### src/ptrt_pkg.sv
// Package for the periodic task release table: entry and result types,
// request and result codes, and sizing constants. No dependencies.
package ptrt_pkg;

    localparam int MAX_TASKS_DEF = 16;
    localparam int MAX_RESULTS   = 16;
    localparam int RES_W         = $clog2(MAX_RESULTS + 1);

    localparam logic [1:0] A_ADD    = 2'd0;
    localparam logic [1:0] A_REMOVE = 2'd1;
    localparam logic [1:0] A_TICK   = 2'd2;

    localparam logic [1:0] K_ADD     = 2'd0;
    localparam logic [1:0] K_REMOVE  = 2'd1;
    localparam logic [1:0] K_RELEASE = 2'd2;

    typedef struct packed {
        logic [7:0]  id;
        logic [15:0] period;
        logic [15:0] remaining;
        logic [7:0]  prio;
    } t_entry;

    typedef struct packed {
        logic [1:0] kind;
        logic [7:0] task_id;
        logic       ok;
        logic       last;
    } t_result;

endpackage

### src/ptrt_mem.sv
// Task table storage: one write port, one registered read port.
// Depends on ptrt_pkg for the entry type.
module ptrt_mem #(
    parameter int DEPTH = 16,
    parameter int AW    = 4
) (
    input  logic             i_clk,
    input  logic             i_we,
    input  logic [AW-1:0]    i_waddr,
    input  ptrt_pkg::t_entry i_wdata,
    input  logic             i_re,
    input  logic [AW-1:0]    i_raddr,
    output ptrt_pkg::t_entry o_rdata
);
    import ptrt_pkg::*;

    t_entry r_mem [DEPTH];
    t_entry r_rdata;

    always_ff @(posedge i_clk) begin
        if (i_we) begin
            r_mem[i_waddr] <= i_wdata;
        end
    end

    always_ff @(posedge i_clk) begin
        if (i_re) begin
            r_rdata <= r_mem[i_raddr];
        end
    end

    assign o_rdata = r_rdata;

endmodule

### src/ptrt_out.sv
// Output register for result requests; frees itself as the sink takes them.
// Depends on ptrt_pkg for the result type.
module ptrt_out (
    input  logic              i_clk,
    input  logic              i_rst_n,
    input  logic              i_push,
    input  ptrt_pkg::t_result i_res,
    output logic              o_free,
    output logic              o_valid,
    input  logic              i_stall,
    output ptrt_pkg::t_result o_res
);
    import ptrt_pkg::*;

    logic    r_valid;
    t_result r_res;

    assign o_free = !r_valid || !i_stall;

    always_ff @(posedge i_clk) begin
        if (!i_rst_n) begin
            r_valid <= 1'b0;
        end else if (i_push) begin
            r_valid <= 1'b1;
        end else if (!i_stall) begin
            r_valid <= 1'b0;
        end
    end

    always_ff @(posedge i_clk) begin
        if (i_push) begin
            r_res <= i_res;
        end
    end

    assign o_valid = r_valid;
    assign o_res   = r_res;

endmodule

### src/ptrt_ctrl.sv
// Sequencer: add (ordered insert), remove (delete and close gap) and tick walk over
// the table, one entry per cycle unless a release waits on output. Depends on ptrt_pkg.
module ptrt_ctrl #(
    parameter int MAX_TASKS = ptrt_pkg::MAX_TASKS_DEF,
    parameter int IDX_W     = 4,
    parameter int CNT_W     = 5
) (
    input  logic              i_clk,
    input  logic              i_rst_n,
    input  logic              i_valid,
    output logic              o_stall,
    input  logic [1:0]        i_action,
    input  logic [7:0]        i_task_id,
    input  logic [15:0]       i_period,
    input  logic [7:0]        i_priority_req,
    output logic              o_we,
    output logic [IDX_W-1:0]  o_waddr,
    output ptrt_pkg::t_entry  o_wdata,
    output logic              o_re,
    output logic [IDX_W-1:0]  o_raddr,
    input  ptrt_pkg::t_entry  i_rdata,
    input  logic              i_out_free,
    output logic              o_push,
    output ptrt_pkg::t_result o_res
);
    import ptrt_pkg::*;

    localparam logic [2:0] S_IDLE     = 3'd0;
    localparam logic [2:0] S_ADD_CHK  = 3'd1;
    localparam logic [2:0] S_ADD_PUT  = 3'd2;
    localparam logic [2:0] S_RM_FIND  = 3'd3;
    localparam logic [2:0] S_RM_SHIFT = 3'd4;
    localparam logic [2:0] S_TK_WALK  = 3'd5;
    localparam logic [2:0] S_TK_END   = 3'd6;
    localparam logic [2:0] S_RESP     = 3'd7;

    logic [2:0]       r_state, n_state;
    logic [CNT_W-1:0] r_count, n_count;
    logic [IDX_W-1:0] r_idx, n_idx;
    logic [1:0]       r_act, n_act;
    logic [7:0]       r_id, n_id;
    logic [15:0]      r_per, n_per;
    logic [7:0]       r_prio, n_prio;
    logic             r_ok, n_ok;
    logic [RES_W-1:0] r_n, n_n;
    logic             r_pend_v, n_pend_v;
    logic [7:0]       r_pend_id, n_pend_id;

    logic   at_end;
    logic   rel;
    logic   rec;
    t_entry new_ent;

    assign at_end  = (CNT_W'(r_idx) + CNT_W'(1)) == r_count;
    assign rel     = i_rdata.remaining == 16'd0;
    assign rec     = rel && (r_n < RES_W'(MAX_RESULTS));
    assign new_ent = '{id: r_id, period: r_per, remaining: r_per, prio: r_prio};
    assign o_stall = r_state != S_IDLE;

    always_comb begin
        n_state   = r_state;
        n_count   = r_count;
        n_idx     = r_idx;
        n_act     = r_act;
        n_id      = r_id;
        n_per     = r_per;
        n_prio    = r_prio;
        n_ok      = r_ok;
        n_n       = r_n;
        n_pend_v  = r_pend_v;
        n_pend_id = r_pend_id;
        o_we      = 1'b0;
        o_waddr   = r_idx;
        o_wdata   = i_rdata;
        o_re      = 1'b0;
        o_raddr   = r_idx + IDX_W'(1);
        o_push    = 1'b0;
        o_res     = '{kind: K_RELEASE, task_id: r_pend_id, ok: 1'b1, last: 1'b0};

        case (r_state)
            S_IDLE: begin
                if (i_valid) begin
                    n_act  = i_action;
                    n_id   = i_task_id;
                    n_per  = i_period;
                    n_prio = i_priority_req;
                    case (i_action)
                        A_ADD: begin
                            if (r_count >= CNT_W'(MAX_TASKS)) begin
                                n_ok    = 1'b0;
                                n_state = S_RESP;
                            end else if (r_count == '0) begin
                                o_we    = 1'b1;
                                o_waddr = '0;
                                o_wdata = '{id: i_task_id, period: i_period,
                                            remaining: i_period, prio: i_priority_req};
                                n_count = r_count + CNT_W'(1);
                                n_ok    = 1'b1;
                                n_state = S_RESP;
                            end else begin
                                o_re    = 1'b1;
                                o_raddr = IDX_W'(r_count - CNT_W'(1));
                                n_idx   = IDX_W'(r_count - CNT_W'(1));
                                n_state = S_ADD_CHK;
                            end
                        end
                        A_REMOVE: begin
                            if (r_count == '0) begin
                                n_ok    = 1'b0;
                                n_state = S_RESP;
                            end else begin
                                o_re    = 1'b1;
                                o_raddr = '0;
                                n_idx   = '0;
                                n_state = S_RM_FIND;
                            end
                        end
                        A_TICK: begin
                            n_n      = '0;
                            n_pend_v = 1'b0;
                            if (r_count != '0) begin
                                o_re    = 1'b1;
                                o_raddr = '0;
                                n_idx   = '0;
                                n_state = S_TK_WALK;
                            end
                        end
                        default: begin
                            n_state = S_IDLE;
                        end
                    endcase
                end
            end
            S_ADD_CHK: begin
                o_we    = 1'b1;
                o_waddr = r_idx + IDX_W'(1);
                if (i_rdata.prio > r_prio) begin
                    o_wdata = i_rdata;
                    if (r_idx == '0) begin
                        n_state = S_ADD_PUT;
                    end else begin
                        o_re    = 1'b1;
                        o_raddr = r_idx - IDX_W'(1);
                        n_idx   = r_idx - IDX_W'(1);
                    end
                end else begin
                    o_wdata = new_ent;
                    n_count = r_count + CNT_W'(1);
                    n_ok    = 1'b1;
                    n_state = S_RESP;
                end
            end
            S_ADD_PUT: begin
                o_we    = 1'b1;
                o_waddr = '0;
                o_wdata = new_ent;
                n_count = r_count + CNT_W'(1);
                n_ok    = 1'b1;
                n_state = S_RESP;
            end
            S_RM_FIND: begin
                if (i_rdata.id == r_id) begin
                    if (!at_end) begin
                        o_re    = 1'b1;
                        n_idx   = r_idx + IDX_W'(1);
                        n_state = S_RM_SHIFT;
                    end else begin
                        n_count = r_count - CNT_W'(1);
                        n_ok    = 1'b1;
                        n_state = S_RESP;
                    end
                end else if (!at_end) begin
                    o_re  = 1'b1;
                    n_idx = r_idx + IDX_W'(1);
                end else begin
                    n_ok    = 1'b0;
                    n_state = S_RESP;
                end
            end
            S_RM_SHIFT: begin
                o_we    = 1'b1;
                o_waddr = r_idx - IDX_W'(1);
                o_wdata = i_rdata;
                if (!at_end) begin
                    o_re  = 1'b1;
                    n_idx = r_idx + IDX_W'(1);
                end else begin
                    n_count = r_count - CNT_W'(1);
                    n_ok    = 1'b1;
                    n_state = S_RESP;
                end
            end
            S_TK_WALK: begin
                if (!(rec && r_pend_v && !i_out_free)) begin
                    o_we    = 1'b1;
                    o_wdata = i_rdata;
                    o_wdata.remaining = rel ? i_rdata.period
                                            : i_rdata.remaining - 16'd1;
                    if (rec) begin
                        o_push    = r_pend_v;
                        n_pend_v  = 1'b1;
                        n_pend_id = i_rdata.id;
                        n_n       = r_n + RES_W'(1);
                    end
                    if (!at_end) begin
                        o_re  = 1'b1;
                        n_idx = r_idx + IDX_W'(1);
                    end else begin
                        n_state = S_TK_END;
                    end
                end
            end
            S_TK_END: begin
                o_res.last = 1'b1;
                if (!r_pend_v) begin
                    n_state = S_IDLE;
                end else if (i_out_free) begin
                    o_push   = 1'b1;
                    n_pend_v = 1'b0;
                    n_state  = S_IDLE;
                end
            end
            S_RESP: begin
                o_res = '{kind: (r_act == A_ADD) ? K_ADD : K_REMOVE,
                          task_id: r_id, ok: r_ok, last: 1'b1};
                if (i_out_free) begin
                    o_push  = 1'b1;
                    n_state = S_IDLE;
                end
            end
            default: begin
                n_state = S_IDLE;
            end
        endcase
    end

    always_ff @(posedge i_clk) begin
        if (!i_rst_n) begin
            r_state  <= S_IDLE;
            r_count  <= '0;
            r_pend_v <= 1'b0;
            r_n      <= '0;
        end else begin
            r_state  <= n_state;
            r_count  <= n_count;
            r_pend_v <= n_pend_v;
            r_n      <= n_n;
        end
    end

    always_ff @(posedge i_clk) begin
        r_idx     <= n_idx;
        r_act     <= n_act;
        r_id      <= n_id;
        r_per     <= n_per;
        r_prio    <= n_prio;
        r_ok      <= n_ok;
        r_pend_id <= n_pend_id;
    end

endmodule

### src/periodic_task_release_table.sv
// Periodic task release table, top level: sequencer, table memory, output register.
// The single read and write port of the table paces each walk at one entry a cycle,
// except where a tick release waits for room in the output register.
// One request at a time; a new request is taken when the last walk ends, while
// the final result may still sit in the output register.
// Reset clears the task count and control state; the table memory is not cleared.
module periodic_task_release_table #(
    parameter int MAX_TASKS = ptrt_pkg::MAX_TASKS_DEF
) (
    input  logic        i_clk,
    input  logic        i_rst_n,
    input  logic        i_valid,
    output logic        o_stall,
    input  logic [1:0]  i_action,
    input  logic [7:0]  i_task_id,
    input  logic [15:0] i_period,
    input  logic [7:0]  i_priority_req,
    output logic        o_valid,
    input  logic        i_stall,
    output logic [1:0]  o_kind,
    output logic [7:0]  o_task_id_res,
    output logic        o_ok,
    output logic        o_last
);
    import ptrt_pkg::*;

    localparam int IDX_W = (MAX_TASKS > 1) ? $clog2(MAX_TASKS) : 1;
    localparam int CNT_W = $clog2(MAX_TASKS + 1);

    logic             we;
    logic [IDX_W-1:0] waddr;
    t_entry           wdata;
    logic             re;
    logic [IDX_W-1:0] raddr;
    t_entry           rdata;
    logic             out_free;
    logic             push;
    t_result          push_res;
    t_result          out_res;

    ptrt_ctrl #(
        .MAX_TASKS (MAX_TASKS),
        .IDX_W     (IDX_W),
        .CNT_W     (CNT_W)
    ) u_ctrl (
        .i_clk          (i_clk),
        .i_rst_n        (i_rst_n),
        .i_valid        (i_valid),
        .o_stall        (o_stall),
        .i_action       (i_action),
        .i_task_id      (i_task_id),
        .i_period       (i_period),
        .i_priority_req (i_priority_req),
        .o_we           (we),
        .o_waddr        (waddr),
        .o_wdata        (wdata),
        .o_re           (re),
        .o_raddr        (raddr),
        .i_rdata        (rdata),
        .i_out_free     (out_free),
        .o_push         (push),
        .o_res          (push_res)
    );

    ptrt_mem #(
        .DEPTH (MAX_TASKS),
        .AW    (IDX_W)
    ) u_mem (
        .i_clk   (i_clk),
        .i_we    (we),
        .i_waddr (waddr),
        .i_wdata (wdata),
        .i_re    (re),
        .i_raddr (raddr),
        .o_rdata (rdata)
    );

    ptrt_out u_out (
        .i_clk   (i_clk),
        .i_rst_n (i_rst_n),
        .i_push  (push),
        .i_res   (push_res),
        .o_free  (out_free),
        .o_valid (o_valid),
        .i_stall (i_stall),
        .o_res   (out_res)
    );

    assign o_kind        = out_res.kind;
    assign o_task_id_res = out_res.task_id;
    assign o_ok          = out_res.ok;
    assign o_last        = out_res.last;

endmodule
### config.mk
export PLATFORM = sky130hd
export DESIGN_NAME = periodic_task_release_table
export DESIGN_NICKNAME = d
export VERILOG_FILES = /design/src/ptrt_pkg.sv /design/src/ptrt_mem.sv /design/src/ptrt_out.sv /design/src/ptrt_ctrl.sv /design/src/periodic_task_release_table.sv
export SDC_FILE = /design/constraint.sdc
export NUM_CORES = 1
export LEC_CHECK = 0
export BUFFER_PORTS_ARGS = -buffer_cell sky130_fd_sc_hd__buf_2
export CELL_PAD_IN_SITES_DETAIL_PLACEMENT = 0
export CELL_PAD_IN_SITES_GLOBAL_PLACEMENT = 2
export CORE_ASPECT_RATIO = 0.9
export CORE_MARGIN = 1.5
export CORE_UTILIZATION = 30
export CTS_BUF_LIST = sky130_fd_sc_hd__clkbuf_16
export DETAILED_ROUTE_END_ITERATION = 12
export PLACE_DENSITY = 0.64
export SYNTH_ARGS = -nofsm -noshare
export SYNTH_HDL_FRONTEND = slang
export SYNTH_SLANG_ARGS = --single-unit
### constraint.sdc
create_clock -name i_clk -period 4.26 [get_ports i_clk]
set_input_delay 0.426 -clock i_clk [delete_from_list [all_inputs] [get_ports i_clk]]
set_output_delay 0.426 -clock i_clk [all_outputs]
set_load 0.005 [all_outputs]
# Word-level counts from Yosys, hierarchy flattened

Memories as Yosys holds them, arrays and structs flattened. A register that Yosys moved wholly into a read port is not among the register bits.
Cells that the tools add are included.

Memory bits (writable): 768
Output and inout bits: 14
Bits of input ports: 38
Memories kept: 1
Word-level logic and storage cells: 199
Register bits: 74

Memory list:

| memory      | depth | bits a word | rd ports | clocked after memory_dff | wr ports | line           | RTL |
|---|---|---|---|---|---|---|---|
| u_mem.r_mem | 16    | 48          | 1        | 1                        | 1        | ptrt_mem.sv:17 | `t_entry r_mem [DEPTH];` |

Add/sub/neg operators: 7
$lt $le $gt $ge: 3
Reduce and logical (&&, ||, !) cells: 30
Muxes and demuxes: 107
Equality and inequality tests: 34
Bitwise operators: 1

Operators by type and width:

| operator                                                              | count |
|---|---|
| 48-bit two-way mux                                                    | 5 |
| 48-bit one-hot mux with 4 select lines                                | 1 |
| 4-bit two-way mux                                                     | 20 |
| 5-bit two-way mux                                                     | 11 |
| 3-bit two-way mux                                                     | 13 |
| 1-bit two-way mux                                                     | 37 |
| 4-bit one-hot mux with 4 select lines                                 | 2 |
| 5-bit one-hot mux with 5 select lines                                 | 1 |
| 24-bit two-way mux                                                    | 1 |
| 3-bit one-hot mux with 8 select lines                                 | 1 |
| 4-bit one-hot mux with 3 select lines                                 | 2 |
| 16-bit zero test                                                      | 1 |
| 16-bit two-way mux                                                    | 1 |
| 16-bit by 1-bit subtractor with 16-bit output (second input constant) | 1 |
| 3-bit != test (second input constant)                                 | 5 |
| 5-bit AND reduction                                                   | 3 |
| 2-bit != test (second input constant)                                 | 7 |
| 7-bit AND reduction                                                   | 2 |
| 3-bit == test (second input constant)                                 | 4 |
| 2-bit by 1-bit != test with 1-bit output (second input constant)      | 6 |
| 1-bit one-hot mux with 3 select lines                                 | 4 |
| 5-bit by 1-bit adder with 5-bit output (second input constant)        | 2 |
| 5-bit one-hot mux with 2 select lines                                 | 1 |
| 10-bit AND reduction                                                  | 1 |
| other kinds (40)                                                      | 50 |

# Depth between registers and ports, before layout

Gate-level depths: netlist of the first run.

Word-level depth: 8
Gate-level depth with buffers: 12
Mapped depth without buffers: 10

# Hierarchy

Synthesis of the first run repeated with hierarchy kept, for this count alone.

Cells, all modules: 1975
Area, all modules: 36476.2 um^2

By module, submodules not included:

| module    | times used | area an instance (um^2) | sequential area each (um^2) | cells an instance |
|---|---|---|---|---|
| ptrt_mem  | 1          | 30175.2                 | 24503.5                     | 1242 |
| ptrt_ctrl | 1          | 5905.7                  | 1691.6                      | 717 |
| ptrt_out  | 1          | 395.4                   | 380.4                       | 16 |

# Worst setup path before layout of the first run

Ideal clock, no wire load.

Kind: register -> register
Start point: reg u_ctrl.r_count[0]
End point: mem u_mem.r_mem[1][0] (netlist bit), enable pin
Path buffers: 0
Stages on the path, launching flop included: 9
Data required time: 3.806 ns
Library setup time: 0.454 ns
Slack: -0.244 ns
Arrival: 4.050 ns
Clock period less this slack: 4.504 ns
Cell sequence: dfxtp_1 inv_1 ha_1 nor4b_4 a31oi_1 o21bai_1 a221o_1 or2_1 nor2_1

Word-level cells in the longest chain between the ends: 8
Elaborated cells on any way between the ends: 14
Those cells by class: order compare: 1; mux: 12; reduce/logical: 1

RTL lines:

| item                                                                      | line             | RTL |
|---|---|---|
| start, declared                                                           | ptrt_ctrl.sv:38  | `logic [CNT_W-1:0] r_count, n_count;` |
| start signal, assigned                                                    | ptrt_ctrl.sv:245 | `r_count <= n_count;` |
| branches (longest 8 deep; another with 5-bit greater-or-equal comparator) | -                |  |
| end, declared                                                             | ptrt_mem.sv:17   |  |

Parallel ways; which one is timed is not known.

# Worst setup path after layout of the first run

Start point: reg, netlist name u_mem.o_rdata[1]
End point: reg, netlist name u_mem.o_rdata[21]

Word-level cells in the longest chain between the ends: 3
Elaborated cells on any way between the ends: 5
Those cells by class: order compare: 1; mux: 4

RTL lines:

| item                                                                                                  | line             | RTL |
|---|---|---|
| 8-bit greater-than comparator (*)                                                                     | ptrt_ctrl.sv:137 | `if (i_rdata.prio > r_prio) begin` |
| 1-bit two-way mux / 4-bit two-way mux (equally long branches)                                         | ptrt_ctrl.sv:137 |  |
| 1-bit one-hot mux with 4 select lines / 4-bit one-hot mux with 2 select lines (equally long branches) | ptrt_ctrl.sv:80  | `case (r_state)` |

Every way passes the cells marked *; elsewhere a longest branch is shown, timed or not.
A chain may end at the register's enable or synchronous reset.

==> results of run 1 <==
-- stage by stage --
| stage | instance area, um^2 | cells | hold WS (ns) | setup slack [ns] | utilization |
|---|---|---|---|---|---|
| floorplan | 35900 | 1920 | 0.464 | -0.240 | - |
| global placement | 39100 | 3564 | 0.478 | 0.349 | 0.329 |
| detailed placement | 39100 | 3564 | 0.483 | 0.306 | 0.329 |
| CTS | 42300 | 3758 | 0.00335 | 0.301 | 0.356 |
| global route | 42300 | 3758 | 0.00324 | 0.102 | 0.356 |
| finish | 42300 | 3759 | 0.0356 | 0.330 | 0.356 |
-- final cells by class --
type / count / area (um^2) / area share
Sequential cell: 890 / 26600 / 0.629
Clock buffer: 96 / 2400 / 0.0568
Multi-Input combinational cell: 880 / 8850 / 0.209
Clock inverter: 75 / 512 / 0.0121
Timing Repair Buffer: 179 / 1750 / 0.0414
Tap cell: 1586 / 1980 / 0.0469
Antenna cell: 1 / 2.50 / 0.0000592
Inverter: 52 / 195 / 0.00462
-- cell usage in the layout, fill, tap and decap left out, drive strengths merged, types with 4 or more instances in the layout --
cell / netlist / layout
edfxtp: 875 / 875
mux4: 192 / 192
buf: 59 / 156
nand2: 127 / 127
a22oi: 104 / 104
clkbuf: 39 / 96
inv: 52 / 83
nor2: 75 / 75
a21oi: 65 / 65
o21ai: 53 / 53
clkinv: 0 / 38
xnor2: 27 / 27
dlygate4sd3: 0 / 23
ha: 20 / 20
o211ai: 17 / 17
a222oi: 17 / 17
nor3: 17 / 17
nand3: 16 / 16
dfxtp: 15 / 15
a211oi: 11 / 11
a21boi: 11 / 11
o31ai: 9 / 9
mux2i: 8 / 8
mux2: 8 / 8
a221oi: 7 / 7
o221ai: 6 / 6
xor2: 6 / 6
nand4: 6 / 6
and3: 6 / 6
nor3b: 5 / 5
nand2b: 5 / 5
bufinv: 0 / 5
or4: 4 / 4
nor2b: 4 / 4
o22ai: 4 / 4
or3: 4 / 4
nor4: 4 / 4
or2: 4 / 4
-- per-layer routing --
metal | GRT usage | part of all wire | wire, um | up-vias
met5 | 0 | 0 | 0 | -
met4 | 0.0388 | 0.016 | 1600 | 0
met2 | 0.256 | 0.47 | 46100 | 604
li1 | - | - | - | 8263
met1 | 0.233 | 0.46 | 45500 | 10400
met3 | 0.0269 | 0.056 | 5530 | 116
-- worst max path at each step --
stage | slack, ns | end | startpoint
2_1_floorplan | -0.24 | u_mem.r_mem[13][0] | u_ctrl.r_count[0]
3_3_place_gp | 0.35 | u_mem.o_rdata[21] | u_mem.o_rdata[3]
3_5_place_dp | 0.31 | u_mem.o_rdata[21] | u_mem.o_rdata[1]
4_1_cts | 0.30 | u_mem.o_rdata[21] | u_mem.o_rdata[1]
5_1_grt | 0.10 | u_mem.o_rdata[21] | u_mem.o_rdata[3]
6_report | 0.33 | u_mem.o_rdata[21] | u_mem.o_rdata[1]
-- registers in the layout, summed over array words and instances (netlist names) --
name and cells:
u_ctrl.r_n 5, u_ctrl.r_per 16, u_mem.o_rdata 48, u_ctrl.r_pend_v 1, u_ctrl.r_idx 4, u_out.o_valid 1, u_ctrl.r_state 3, u_ctrl.r_ok 1
u_ctrl.r_pend_id 8, u_ctrl.r_act 2, u_out.o_res 12, u_ctrl.r_count 5, u_ctrl.r_prio 8, u_ctrl.r_id 8, u_mem.r_mem 768
-- cell families after synthesis --
family	synth area share
DFF	0.740
muxes	0.125
buffers and inverters	0.0186
AOI/OAI and AO/OA	0.0636
and+or+nand+nor	0.0374
adders and majority gates	0.00697
xor gates and xnor gates	0.00805
-- worst register-to-register path: cells and delay by family, from the launching register on --
family	cells	cell delay, ns
AO/OA/AOI/OAI	5	1.72
multiplexers	1	0.44
AND/OR/NAND/NOR	2	0.30
adder cells (fa/ha/maj)	1	0.32
buffers and inverters	1	0.46
flip-flops	1	0.40
==> metrics.yaml, run 1 <==
slowest_delay_ns: 0.61
nFillCells: 11000
cp.depth: 10
synth_area_mm2: 0.0359
layout_worst_path_cycle_share: 0.922
cp-end-kind: "flop"
place_congestion: 0.797
coreArea_mm2: 0.119
path_cells: "ha_1 > nor2b_1 > o211ai_1 > a21oi_1 > o21ai_0 > a221o_4 > buf_4 > mux4_2 > a22oi_1 > nand2_1"
drc_errors: 0
tritoncts: "yes"
pin_count: 52
cts_max_level: 3
portBuffers: 51
yosys_warnings: 0
cp-start-kind: "flop"
period_needed_ns: 3.93
hold_path_class: "input pin to flop"
path_clk_slew_ns: 0.06
hold_buffers: 23
hold_violations: 0
synth_edf_count: 875
grt_overflow: 0
synth-seq-cells: 890
regToRegStartpoint: "u_mem.o_rdata[1]"
cts_resized: 0
hold_end: "u_ctrl.r_prio[2]"
cts_buffer_depth: 3
clk_latency_ns: 0.67
r2r-end: "u_mem.o_rdata[21]"
drt_iter0_markers: 1856
die_y_um: 331
cts.sink_count: 890
async_reset_ff_frac: 0
postRouteAntennaNets: 0
netlist_top_cells_count: "edfxtp_1 (875), mux4_2 (192), nand2_1 (125)"
status: "finished, final reports clean"
grt_max_degree: 61
layout.nets: 2156
drive_gt1_frac: 0.240
dp_hpwl_mm: 55.6
vias_per_cell: 5.16
worstMarginPinSlew_ns: 1.15
synthTopCellsByArea: "edfxtp_1 (73%), mux4_2 (12%), a22oi_1 (2.2%)"
critPathRequiredTime_ns: 4.64
grt_pass1_wl_mm: 143
min-delay-start: "i_priority_req[2]"
critical_path_arrival_ns: 4.31
synth_most_common_cell: "edfxtp_1"
synthFlopType: "edfxtp_1"
setup_tns_ns: 0
crit_family: "compound AO/OA/AOI/OAI gates"
grt_use_total: 0.162
cts_made_buffers: 95
fmax_ghz: 0.254
synth_cells: 1920
slew_headroom: 0.233
area_growth_pct: 17.7
dr.pass1.iters: 5
antenna_found_initial: 1
synth_top_area_frac: 0.732
die_w_um: 368
post-cts-setup-buffers: 0
num_rows: 120
setup_violations: 0
routed_wl_mm: 98.8
critPathMaxFanout: 30
rsz0062_at_grt: "no"
wl_per_cell_um: 26.3
hold-path-cell-count: 1
fin_worst_skew_ns: 0.0277
syn_avg_cell_area_um2: 18.7
slew_viol_final: 0
num_vias: 19400
grt_pass1_vias: 20000
die_area_mm2: 0.122
synth_cell_types: 75
criticalPathCategory: "flop to flop"
r2r_slack_ns: 0.33
max_cap_viol_count: 0
yosys.area.top_type: "edfxtp_1"
worst_path_max_delay_cell: "o21ai_0"
ff2ff_path_depth: 10
syn_nets: 1978
yosysSeqAreaShare: 0.740
cp_num_buf_inv: 1
start_util: 0.302
root_buffer: "clkbuf_16"
Power of run 1 is left out: the tool's default activity adds up to more than one toggle a clock period on the data nets, which glitch-free logic cannot reach.
==> inputs of run 2 (changes only) <==
SYNTH_HIERARCHICAL = 1   (was default)
==> run 2 against run 1 <==
  * Die area is 1.6% higher
  * Critical path depth is 1 higher
  * Register-to-register slack worse by 0.05 ns
  * Via count is 3.4% higher
  * Flip-flop and latch count stayed put
  * Cell count is 1.6% higher
  * Non-clock buffer count is 6 higher
  * Wire length is 4.4% higher
  * Maximum frequency is 1.2% lower
  * Core utilization is 0.16 points lower
  * Hold slack better by 0.0092 ns
==> metrics.yaml, run 2 <==
cp-end-kind: "flop"
grt_max_degree: 129  # +110%
synth_area_mm2: 0.0365  # +1.6%
cts_max_level: 3  # unchanged
synth-seq-cells: 890  # unchanged
routed_wl_mm: 103  # +4.4%
hold_end: "u_ctrl/r_prio[5]"
num_vias: 20100  # +3.4%
hold_violations: 0  # unchanged
yosys_warnings: 6  # +6
cp-start-kind: "flop"
worstMarginPinSlew_ns: 1.12  # -0.0293 ns
synth_top_area_frac: 0.720  # -0.0115
hold-path-cell-count: 1  # unchanged
cts.sink_count: 890  # unchanged
final_common_cell: "edfxtp_1"
antenna_found_initial: 1  # unchanged
critPathRequiredTime_ns: 4.68  # +0.04 ns
dpl_cell_area_mm2: 0.0395  # +1.0%
synth_cells: 1975  # +2.9%
pin_count: 52  # unchanged
wl_per_cell_um: 27.0  # +2.7%
yosysSeqAreaShare: 0.729  # -0.0117
n_antenna_cell: 0  # -1
r2r-end: "u_mem/o_rdata[35]"
postRouteAntennaNets: 0  # unchanged
fmax_ghz: 0.251  # -1.2%
r2r_slack_ns: 0.28  # -0.05 ns
start_util: 0.302  # -0.000364
cts_buffer_depth: 3  # unchanged
place_congestion: 0.835  # +4.8%
clk_latency_ns: 0.69  # +0.02 ns
regToRegStartpoint: "u_mem/o_rdata[7]"
cts_resized: 0  # unchanged
synthFlopType: "edfxtp_1"
drt_iter0_markers: 1950  # +5.1%
post-cts-setup-buffers: 0  # unchanged
root_buffer: "clkbuf_16"
drive_gt1_frac: 0.245  # +0.00495
hold_path_class: "input pin to flop"
syn_avg_cell_area_um2: 18.5  # -1.2%
dp_hpwl_mm: 58.8  # +5.7%
layout.nets: 2202  # +2.1%
min-delay-start: "i_priority_req[5]"
cts_made_buffers: 97  # +2.1%
synthTopCellsByArea: "edfxtp_1 (72%), mux4_2 (12%), a22oi_1 (2.2%)"
criticalPathCategory: "flop to flop"
vias_per_cell: 5.25  # +1.7%
slew_headroom: 0.251  # +0.0189
slew_viol_final: 0  # unchanged
path_clk_slew_ns: 0.06  # about the same
status: "finished, final reports clean"
async_reset_ff_frac: 0  # unchanged
critical_path_arrival_ns: 4.39  # +0.08 ns
synth_edf_count: 875  # unchanged
dr.pass1.iters: 5  # unchanged
die_area_mm2: 0.124  # +1.6%
dp_slack_ns: 0.375  # +0.0695 ns
final_cell_mix: "edfxtp_1 (875), mux4_2 (192), nand2_1 (105), a22oi_1 (105), clkbuf_16 (99)"
setup_tns_ns: 0  # unchanged
max_cap_viol_count: 0  # unchanged
regMostFlops: "u_mem/r_mem"
period_needed_ns: 3.98  # +0.0477 ns
final_area_mm2: 0.0428  # +1.3%
grt_pass1_vias: 20700  # +3.4%
grt_pass1_wl_mm: 150  # +4.6%
tritoncts: "yes"
portBuffers: 51  # unchanged
largest_reg_flops: 768  # unchanged
rsz0062_at_grt: "no"
coreArea_mm2: 0.121  # +1.7%
layout_worst_path_cycle_share: 0.934  # +0.0112
syn_nets: 2033  # +2.8%
ff2ff_path_depth: 11  # +1
num_rows: 121  # +0.83%
netlist_top_cells_count: "edfxtp_1 (875), mux4_2 (192), a22oi_1 (105), nand2_1 (105), nor2_1 (66)"
die_w_um: 371  # +0.79%
area_growth_pct: 17.4
yosys.area.top_type: "edfxtp_1"
fin_ws_ns: 0.283  # -0.0477 ns
grt_overflow: 0  # unchanged
synth_cell_types: 79  # +5.3%
drc_errors: 0  # unchanged
synth_most_common_cell: "edfxtp_1"
grt_use_total: 0.167  # +0.00510
die_y_um: 334  # +0.79%
critPathMaxFanout: 128  # +330%
setup_violations: 0  # unchanged
fin_worst_skew_ns: 0.0319  # +0.00423 ns
-- run 2: how the worst max path moves through the flow --
| stage | startpoint | end | slack (ns) | cells after the start |
|---|---|---|---|---|
| 6_report | u_mem/o_rdata[7] | u_mem/o_rdata[35] | 0.28 | 11 |
| 5_1_grt | u_ctrl/r_prio[7] | u_mem/o_rdata[9] | 0.12 | 12 |
| 4_1_cts | u_mem/o_rdata[7] | u_mem/o_rdata[9] | 0.37 | 11 |
| 3_5_place_dp | u_mem/o_rdata[7] | u_mem/o_rdata[9] | 0.38 | 11 |
| 3_3_place_gp | i_valid | u_mem/o_rdata[46] | 0.44 | 10 |
| 2_1_floorplan | u_ctrl/r_state[1] | u_mem/r_mem[7][0] | -0.48 | 10 |
-- run 2: what timing repair did --
item                                    in CTS  in global routing
hold endpoints to repair                    27                  0
hold buffers                                28                  0
endpoints found under the setup margin       0                  0
-- run 2: final cells by class --
cell class	instances	area, um^2
Fill cell	11300	78000
Sequential cell	890	26600
Multi-Input combinational cell	939	9450
Clock buffer	99	2480
Tap cell	1599	2000
Timing Repair Buffer	185	1660
Clock inverter	78	534
Inverter	31	116
-- run 2: through the flow --
| step | cells | util | hold slack [ns] |
|---|---|---|---|
| final | 3821 | 0.354 | 0.0448 |
| after global routing | 3821 | 0.354 | 0.0137 |
| after CTS | 3821 | 0.354 | 0.000513 |
| after detailed placement | 3616 | 0.327 | 0.465 |
| after global placement | 3616 | 0.327 | 0.457 |
| after floorplan | 1975 | - | 0.444 |
-- run 2: cell families after synthesis --
family / share of synthesized area
compound gates: 0.0681
xor+xnor: 0.00813
fa+ha+maj: 0.00686
buf+inv: 0.0182
flops: 0.729
mux: 0.122
simple gates: 0.0477
-- run 2: worst max-delay path, cell delays in order, from the launching register on --
cell and delay (ns):
edfxtp_1 0.39, ha_1 0.33, nand4_1 0.33, nor2_2 0.35
nor2_1 0.10, o21ai_1 0.19, mux2_1 0.36, a221o_4 0.39
buf_12 0.26, mux4_2 0.45, a22oi_1 0.23, nand2_1 0.08
-- run 2: metal layers --
layer,vias up,track usage,part of all wire
li1,8553,-,-
met1,10700,0.239,0.46
met2,626,0.262,0.47
met3,136,0.0277,0.055
met4,0,0.0457,0.022
met5,-,0,0
Power of run 2 is left out for the same reason.
